==> src/rtl/tdmb_pkg.sv <==
// shared constants and types for the moving-baseline touch detector
package tdmb_pkg;

	localparam int SAMPLE_W             = 18;
	localparam int ENTRY_W              = 17;
	localparam int RISE_W               = 16;
	localparam int FALL_W               = 17;
	localparam int CFG_DATA_W           = 17;
	localparam int CFG_IDX_W            = 2;
	localparam int SUM_OUT_W            = 21;
	localparam int DEFAULT_WINDOW_DEPTH = 16;
	localparam int RISE_RESET           = 200;
	localparam int FALL_RESET           = 0;

	localparam logic [SUM_OUT_W-1:0] SUM_OUT_MAX = {SUM_OUT_W{1'b1}};

	// configuration register indexes
	typedef enum logic [CFG_IDX_W-1:0] {
		CFG_RISE_THRESHOLD = 2'd0,
		CFG_FALL_MARGIN    = 2'd1
	} cfg_idx_t;

endpackage

==> src/rtl/tdmb_window.sv <==
// sample window shift line and running window sum
module tdmb_window #(
	parameter int WINDOW_DEPTH = tdmb_pkg::DEFAULT_WINDOW_DEPTH,
	parameter int SUM_W        = tdmb_pkg::SUM_OUT_W
) (
	input  logic                        clk,
	input  logic                        arst_n,
	input  logic                        push,
	input  logic [tdmb_pkg::ENTRY_W-1:0] push_value,
	output logic [SUM_W-1:0]            sum_next
);
	import tdmb_pkg::*;

	logic [ENTRY_W-1:0] taps_q [WINDOW_DEPTH];
	logic [SUM_W-1:0]   sum_q;

	// oldest entry leaves at the far end of the line
	always_comb begin
		if (push) begin
			sum_next = sum_q - SUM_W'(taps_q[WINDOW_DEPTH-1]) + SUM_W'(push_value);
		end else begin
			sum_next = sum_q;
		end
	end

	always_ff @(posedge clk or negedge arst_n) begin
		if (!arst_n) begin
			for (int i = 0; i < WINDOW_DEPTH; i++) begin
				taps_q[i] <= '0;
			end
			sum_q <= '0;
		end else if (push) begin
			taps_q[0] <= push_value;
			for (int i = 1; i < WINDOW_DEPTH; i++) begin
				taps_q[i] <= taps_q[i-1];
			end
			sum_q <= sum_next;
		end
	end

endmodule

==> src/rtl/touch_detect_moving_baseline.sv <==
// top level of the moving-baseline touch detector with threshold and hysteresis
// a word accepted is held in the stage-1 registers, then its result is written to the output register
// throughput: one word per cycle while results are taken, the window sum and compare close in a single stage
// the output register lets a new word in while a finished result waits to be taken
// reset clears the window, the sum and the saved sum, arms the detector, and loads
// rise threshold 200 and fall margin 0; no clearing pass is needed
module touch_detect_moving_baseline #(
	parameter int WINDOW_DEPTH = tdmb_pkg::DEFAULT_WINDOW_DEPTH
) (
	input  logic                             clk,
	input  logic                             arst_n,
	// input word channel
	input  logic                             in_valid,
	output logic                             in_ready,
	input  logic signed [tdmb_pkg::SAMPLE_W-1:0] sample,
	// result word channel
	output logic                             out_valid,
	input  logic                             out_ready,
	output logic                             touch_detected,
	output logic                             armed_now,
	output logic [tdmb_pkg::SUM_OUT_W-1:0]   baseline_sum,
	// configuration write channel
	input  logic                             cfg_valid,
	output logic                             cfg_ready,
	input  logic [tdmb_pkg::CFG_IDX_W-1:0]   cfg_index,
	input  logic [tdmb_pkg::CFG_DATA_W-1:0]  cfg_data
);
	import tdmb_pkg::*;

	// width of the window depth as a number
	localparam int NW    = $clog2(WINDOW_DEPTH + 1);
	// exact window sum width
	localparam int SUM_W = ENTRY_W + $clog2(WINDOW_DEPTH);
	// width used for the saturation compare
	localparam int SAT_W = (SUM_W > SUM_OUT_W) ? SUM_W : SUM_OUT_W;
	// scaled threshold widths
	localparam int RS_W  = RISE_W + NW;
	localparam int FS_W  = FALL_W + NW;
	// signed width of the scaled margins
	localparam int DW    = SAMPLE_W + NW + 2;

	localparam logic signed [DW-1:0]   N_D = DW'(WINDOW_DEPTH);
	localparam logic [RS_W-1:0]        N_R = RS_W'(WINDOW_DEPTH);
	localparam logic signed [FS_W-1:0] N_F = FS_W'(WINDOW_DEPTH);

	// configuration, kept already scaled by the window depth
	logic [RS_W-1:0]        rise_sc_q;
	logic signed [FS_W-1:0] fall_sc_q;
	logic [RS_W-1:0]        rise_sc_d;
	logic signed [FS_W-1:0] fall_x;
	logic signed [FS_W-1:0] fall_sc_d;

	assign cfg_ready = 1'b1;
	assign rise_sc_d = RS_W'(cfg_data[RISE_W-1:0]) * N_R;
	assign fall_x    = FS_W'($signed(cfg_data[FALL_W-1:0]));
	assign fall_sc_d = fall_x * N_F;

	always_ff @(posedge clk or negedge arst_n) begin
		if (!arst_n) begin
			rise_sc_q <= RS_W'(RISE_RESET * WINDOW_DEPTH);
			fall_sc_q <= FS_W'(FALL_RESET * WINDOW_DEPTH);
		end else if (cfg_valid && cfg_ready) begin
			case (cfg_idx_t'(cfg_index))
				CFG_RISE_THRESHOLD: begin
					rise_sc_q <= rise_sc_d;
				end
				CFG_FALL_MARGIN: begin
					fall_sc_q <= fall_sc_d;
				end
				default: begin
					// unknown index, write dropped
				end
			endcase
		end
	end

	// input stage: sample*N with the thresholds already taken off
	// touch when rise_margin > sum, re-arm when fall_margin <= saved sum
	logic signed [DW-1:0] sample_x;
	logic signed [DW-1:0] scaled_sample;
	logic signed [DW-1:0] rise_margin;
	logic signed [DW-1:0] fall_margin;

	assign sample_x      = DW'(sample);
	assign scaled_sample = sample_x * N_D;
	assign rise_margin   = scaled_sample - $signed(DW'(rise_sc_q));
	assign fall_margin   = scaled_sample - DW'(fall_sc_q);

	logic                 valid_s1;
	logic                 pos_s1;
	logic [ENTRY_W-1:0]   entry_s1;
	logic signed [DW-1:0] rise_margin_s1;
	logic signed [DW-1:0] fall_margin_s1;
	logic                 advance;

	// stage 1 moves whenever the output register is free or being emptied
	assign advance  = !out_valid || out_ready;
	assign in_ready = !valid_s1 || advance;

	always_ff @(posedge clk or negedge arst_n) begin
		if (!arst_n) begin
			valid_s1 <= 1'b0;
		end else if (in_ready) begin
			valid_s1 <= in_valid;
		end
	end

	always_ff @(posedge clk) begin
		if (in_valid && in_ready) begin
			pos_s1         <= !sample[SAMPLE_W-1] && (sample != '0);
			entry_s1       <= sample[ENTRY_W-1:0];
			rise_margin_s1 <= rise_margin;
			fall_margin_s1 <= fall_margin;
		end
	end

	// commit stage: window update, compare and detector state
	logic                 commit;
	logic                 push;
	logic [SUM_W-1:0]     sum_next;
	logic signed [DW-1:0] sum_cmp;
	logic signed [DW-1:0] saved_cmp;
	logic [SUM_W-1:0]     saved_sum_q;
	logic                 armed_q;
	logic                 touch;
	logic                 armed_next;
	logic [SAT_W-1:0]     sum_wide;
	logic [SUM_OUT_W-1:0] sum_shown;

	assign commit = valid_s1 && advance;
	// timeouts (zero or negative) never enter the window
	assign push   = commit && pos_s1;

	tdmb_window #(
		.WINDOW_DEPTH (WINDOW_DEPTH),
		.SUM_W        (SUM_W)
	) u_window (
		.clk        (clk),
		.arst_n     (arst_n),
		.push       (push),
		.push_value (entry_s1),
		.sum_next   (sum_next)
	);

	assign sum_cmp   = $signed(DW'(sum_next));
	assign saved_cmp = $signed(DW'(saved_sum_q));

	always_comb begin
		touch      = 1'b0;
		armed_next = armed_q;
		// empty baseline: no decision at all
		if (sum_next != '0) begin
			if (armed_q) begin
				if (rise_margin_s1 > sum_cmp) begin
					touch      = 1'b1;
					armed_next = 1'b0;
				end
			end else begin
				if (fall_margin_s1 <= saved_cmp) begin
					armed_next = 1'b1;
				end
			end
		end
	end

	// saturate the shown sum for deep windows
	assign sum_wide  = SAT_W'(sum_next);
	assign sum_shown = (sum_wide > SAT_W'(SUM_OUT_MAX)) ? SUM_OUT_MAX
		: sum_wide[SUM_OUT_W-1:0];

	always_ff @(posedge clk or negedge arst_n) begin
		if (!arst_n) begin
			armed_q     <= 1'b1;
			saved_sum_q <= '0;
		end else if (commit) begin
			armed_q <= armed_next;
			// baseline remembered at the touch, read back while disarmed
			if (touch) begin
				saved_sum_q <= sum_next;
			end
		end
	end

	// output register
	logic                 out_valid_q;
	logic                 touch_q;
	logic                 armed_out_q;
	logic [SUM_OUT_W-1:0] baseline_q;

	always_ff @(posedge clk or negedge arst_n) begin
		if (!arst_n) begin
			out_valid_q <= 1'b0;
		end else if (advance) begin
			out_valid_q <= valid_s1;
		end
	end

	always_ff @(posedge clk) begin
		if (commit) begin
			touch_q     <= touch;
			armed_out_q <= armed_next;
			baseline_q  <= sum_shown;
		end
	end

	assign out_valid      = out_valid_q;
	assign touch_detected = touch_q;
	assign armed_now      = armed_out_q;
	assign baseline_sum   = baseline_q;

endmodule

==> config.mk <==
export PLATFORM = sky130hd
export DESIGN_NAME = touch_detect_moving_baseline
export DESIGN_NICKNAME = d
export VERILOG_FILES = /design/src/rtl/tdmb_pkg.sv /design/src/rtl/tdmb_window.sv /design/src/rtl/touch_detect_moving_baseline.sv
export SDC_FILE = /design/constraint.sdc
export NUM_CORES = 1
export LEC_CHECK = 0
export BUFFER_PORTS_ARGS = -buffer_cell sky130_fd_sc_hd__buf_2
export CAP_MARGIN = 20
export CORE_UTILIZATION = 67
export CTS_CLUSTER_SIZE = 16
export DETAILED_ROUTE_END_ITERATION = 10
export PLACE_DENSITY = 0.9
export SLEW_MARGIN = 20
export SYNTH_ARGS = -nofsm -noshare
export SYNTH_HDL_FRONTEND = slang
export SYNTH_SLANG_ARGS = --single-unit
==> constraint.sdc <==
create_clock -name clk -period 10.6 [get_ports clk]
set_input_delay 0.53 -clock clk [delete_from_list [all_inputs] [get_ports clk]]
set_output_delay 0.53 -clock clk [all_outputs]
set_load 0.03 [all_outputs]
==> out/metrics.cfg <==
[yosys]
yosysUniqueCellTypes=75
synth-async-reset-ratio_pct=81.6
ys_seq_elements=429
synth-main-ff-cell=dfrtp_1
synth_cells=2079
ys_seq_area_share_pct=55.9
ys.warnings.count=0
avgSynthCellArea_um2=9.58
synth_edf_count=79
syn-num-nets=2227
syn_area_um2=19900

[timing]
tns_ns=0
worst_slew_pin_slew_ns=1.06
fin_crit_sh_pct=54.4
drv_slew=0
hold_viol_final=3
rsz0062_at_grt=false
fmax_mhz=174
setup_viol=0
finClkSkew_ns=0.0207
holdWs_ns=-0.00810
post-route-min-period_ns=5.76
maxSlewHeadroom_pct=29.3

[cts]
cts_setup_buffers=0
h-tree-depth=2
cts_tree=built
clkLatencyLatePin_ns=0.56
cts.path.max_buffers=3
cts_buffers=44
post_cts_resized=0
clockRootBuffer=clkbuf_16
cts_sinks=429
cts.clk_slew.worst_paths_ns=0.06
cts.hold.buffers_added=0

[power]
ir_worst_vdd_mv=0.168
power.density_nw_per_um2=268
p_leak_nw=11.4

[critical_path]
required_ns=11.02
start_kind=flip-flop
cp-end-kind=flip-flop
path_max_fanout=13
critical_path_class=reg2reg
cp.arrival_ns=6.19
reg2reg_slack_ns=4.84

[layout]
drive_gt1_share_pct=9.27
fillers=1759
nets=2273
areaGrowthSynthToFinish_pct=10.5
fin_cells=2542
n_antenna_cell=0

[detailed_routing]
vias=14600
routed_wl_mm=43.3
drc=0
first_pass_iters=7
drt_iter0_drc=1279
via_per_inst=5.74
postRouteAntennaNets=0
wl_per_cell_um=17.0

[grt]
grt_overflow=0
track_usage_pct=29.3
grt_first_pass_wirelength_mm=71.3
antenna_found_initial=1
grt_pass1_vias=14800
grt_max_degree=230

[placement]
gp_congestion=0.935
place_inst=2461
place_hpwl_mm=27.4
io_buffers=66

[floorplan]
chipWidth_um=174
rows=62
die_h_um=174
start_util_pct=68.8
die_area_um2=30400
core_area_um2=28900
ios=68

[hold_path]
hold_path_class=in2async

[outcome]
status=complete, but fails checks
violations=hold timing

[flow_run]
max_cap_violations=0

==> worst max-delay path, cell delays in order (launching register included) <==
cell and delay (ns):
edfxtp_1 0.33, inv_1 0.07, fa_1 0.54, inv_1 0.04, ha_1 0.38, a21o_1 0.24, or3_1 0.36, o211ai_2 0.32
o21a_1 0.15, nor2_1 0.03, nor4_1 0.58, a21o_1 0.17, inv_1 0.06, ha_1 0.30, nand4_1 0.15, a211oi_1 0.26
a2111oi_0 0.12, o21ba_2 0.26, nor3_4 0.54, buf_4 0.36, mux2_2 0.37
==> routing by layer <==
| layer | share of wire (%) | global-route usage, % | vias to the layer above |
|---|---|---|---|
| li1 | - | - | 6815 |
| met1 | 40 | 36.9 | 7100 |
| met2 | 50 | 50.0 | 522 |
| met3 | 5.2 | 3.83 | 164 |
| met4 | 5.2 | 14.8 | 0 |
| met5 | 0 | 0 | - |
==> report_power, final <==
group,switching (W),internal (W)
clock network,0.000654,0.000877
registers,0.000231,0.00215
logic,0.00124,0.000744
total,0.00212,0.00377
==> cells in the mapped netlist, types with 8 or more instances <==
master / number / area share [%]
dfrtp_1: 346 / 43
nor3_1: 12 / 0.30
o21ai_0: 76 / 1.9
nand2_1: 839 / 16
fa_1: 19 / 1.9
edfxtp_1: 79 / 12
nor2_1: 48 / 0.90
a21o_1: 27 / 1.0
nor2b_1: 11 / 0.35
xnor2_1: 26 / 1.1
nor4_1: 11 / 0.35
nand3_1: 14 / 0.35
a21oi_1: 39 / 0.98
nand4_1: 8 / 0.25
ha_1: 87 / 5.5
mux2_2: 23 / 1.3
clkbuf_1: 66 / 1.2
nand2b_1: 11 / 0.35
mux2i_1: 23 / 1.2
inv_1: 160 / 3.0
or3_1: 8 / 0.25
==> layout make-up <==
class                           instances  area [um^2]  area share (%)
Inverter                              160          601            2.73
Sequential cell                       429        11100            50.6
Clock buffer                           66         1340            6.06
Tap cell                              384          480            2.18
Multi-Input combinational cell       1413         7890            35.8
Timing Repair Buffer                   77          467            2.12
Clock inverter                         13          106           0.483
==> state kept, by name (all words and copies together) (netlist names), 16 cells and up <==
signal,flops
fall_margin_s1,19
saved_sum_q,21
entry_s1,17
u_window.sum_q,21
rise_sc_q,16
fall_sc_q,17
u_window.taps_q,272
rise_margin_s1,19
baseline_sum,21
==> cells in the final DEF (no fill, tap or decap), drive strengths merged, types with 40 or more instances in the layout <==
cell type / count
nand2: 839
dfrtp: 346
inv: 164
ha: 87
edfxtp: 79
o21ai: 77
buf: 77
clkbuf: 66
nor2: 48
a21oi: 40
==> through the flow <==
stage	area, um^2	total power [W]	hold slack, ns	worst slack, ns	util, %
2_1_floorplan	19900	0.00377	0.234	6.02	-
6_report	22000	0.00589	-0.00810	4.84	76.1
3_3_place_gp	20500	0.00418	0.446	5.15	71.0
4_1_cts	22000	0.00587	0.0456	4.92	75.9
3_5_place_dp	20500	0.00431	0.452	4.90	71.0
5_1_grt	22000	0.00623	0.0919	4.59	76.1
==> worst paths after layout <==
check / startpoint / to / depth (start not counted)
min in group clk: sample[0] / entry_s1[0] / 1
worst max register to register: entry_s1[5] / saved_sum_q[1] / 20
worst min-delay path: arst_n / u_window.taps_q[139] / 1
worst min register to register: u_window.taps_q[169] / u_window.taps_q[152] / 2
worst max-delay path: entry_s1[5] / saved_sum_q[1] / 20
max in group asynchronous: arst_n / u_window.taps_q[165] / 3
==> cells by family (layout without fill, tap and decap cells) <==
logic type / count (synthesis) / after routing / share of synthesized area (%)
simple gates: 992 / 992 / 20.1
flops: 429 / 429 / 55.9
buf+inv: 237 / 316 / 4.55
compound gates: 229 / 229 / 7.72
fa+ha+maj: 107 / 107 / 7.43
mux: 51 / 51 / 2.81
xor+xnor: 33 / 33 / 1.45
other cells: 1 / 1 / 0.0188
Power figures use the tool's default switching activity.
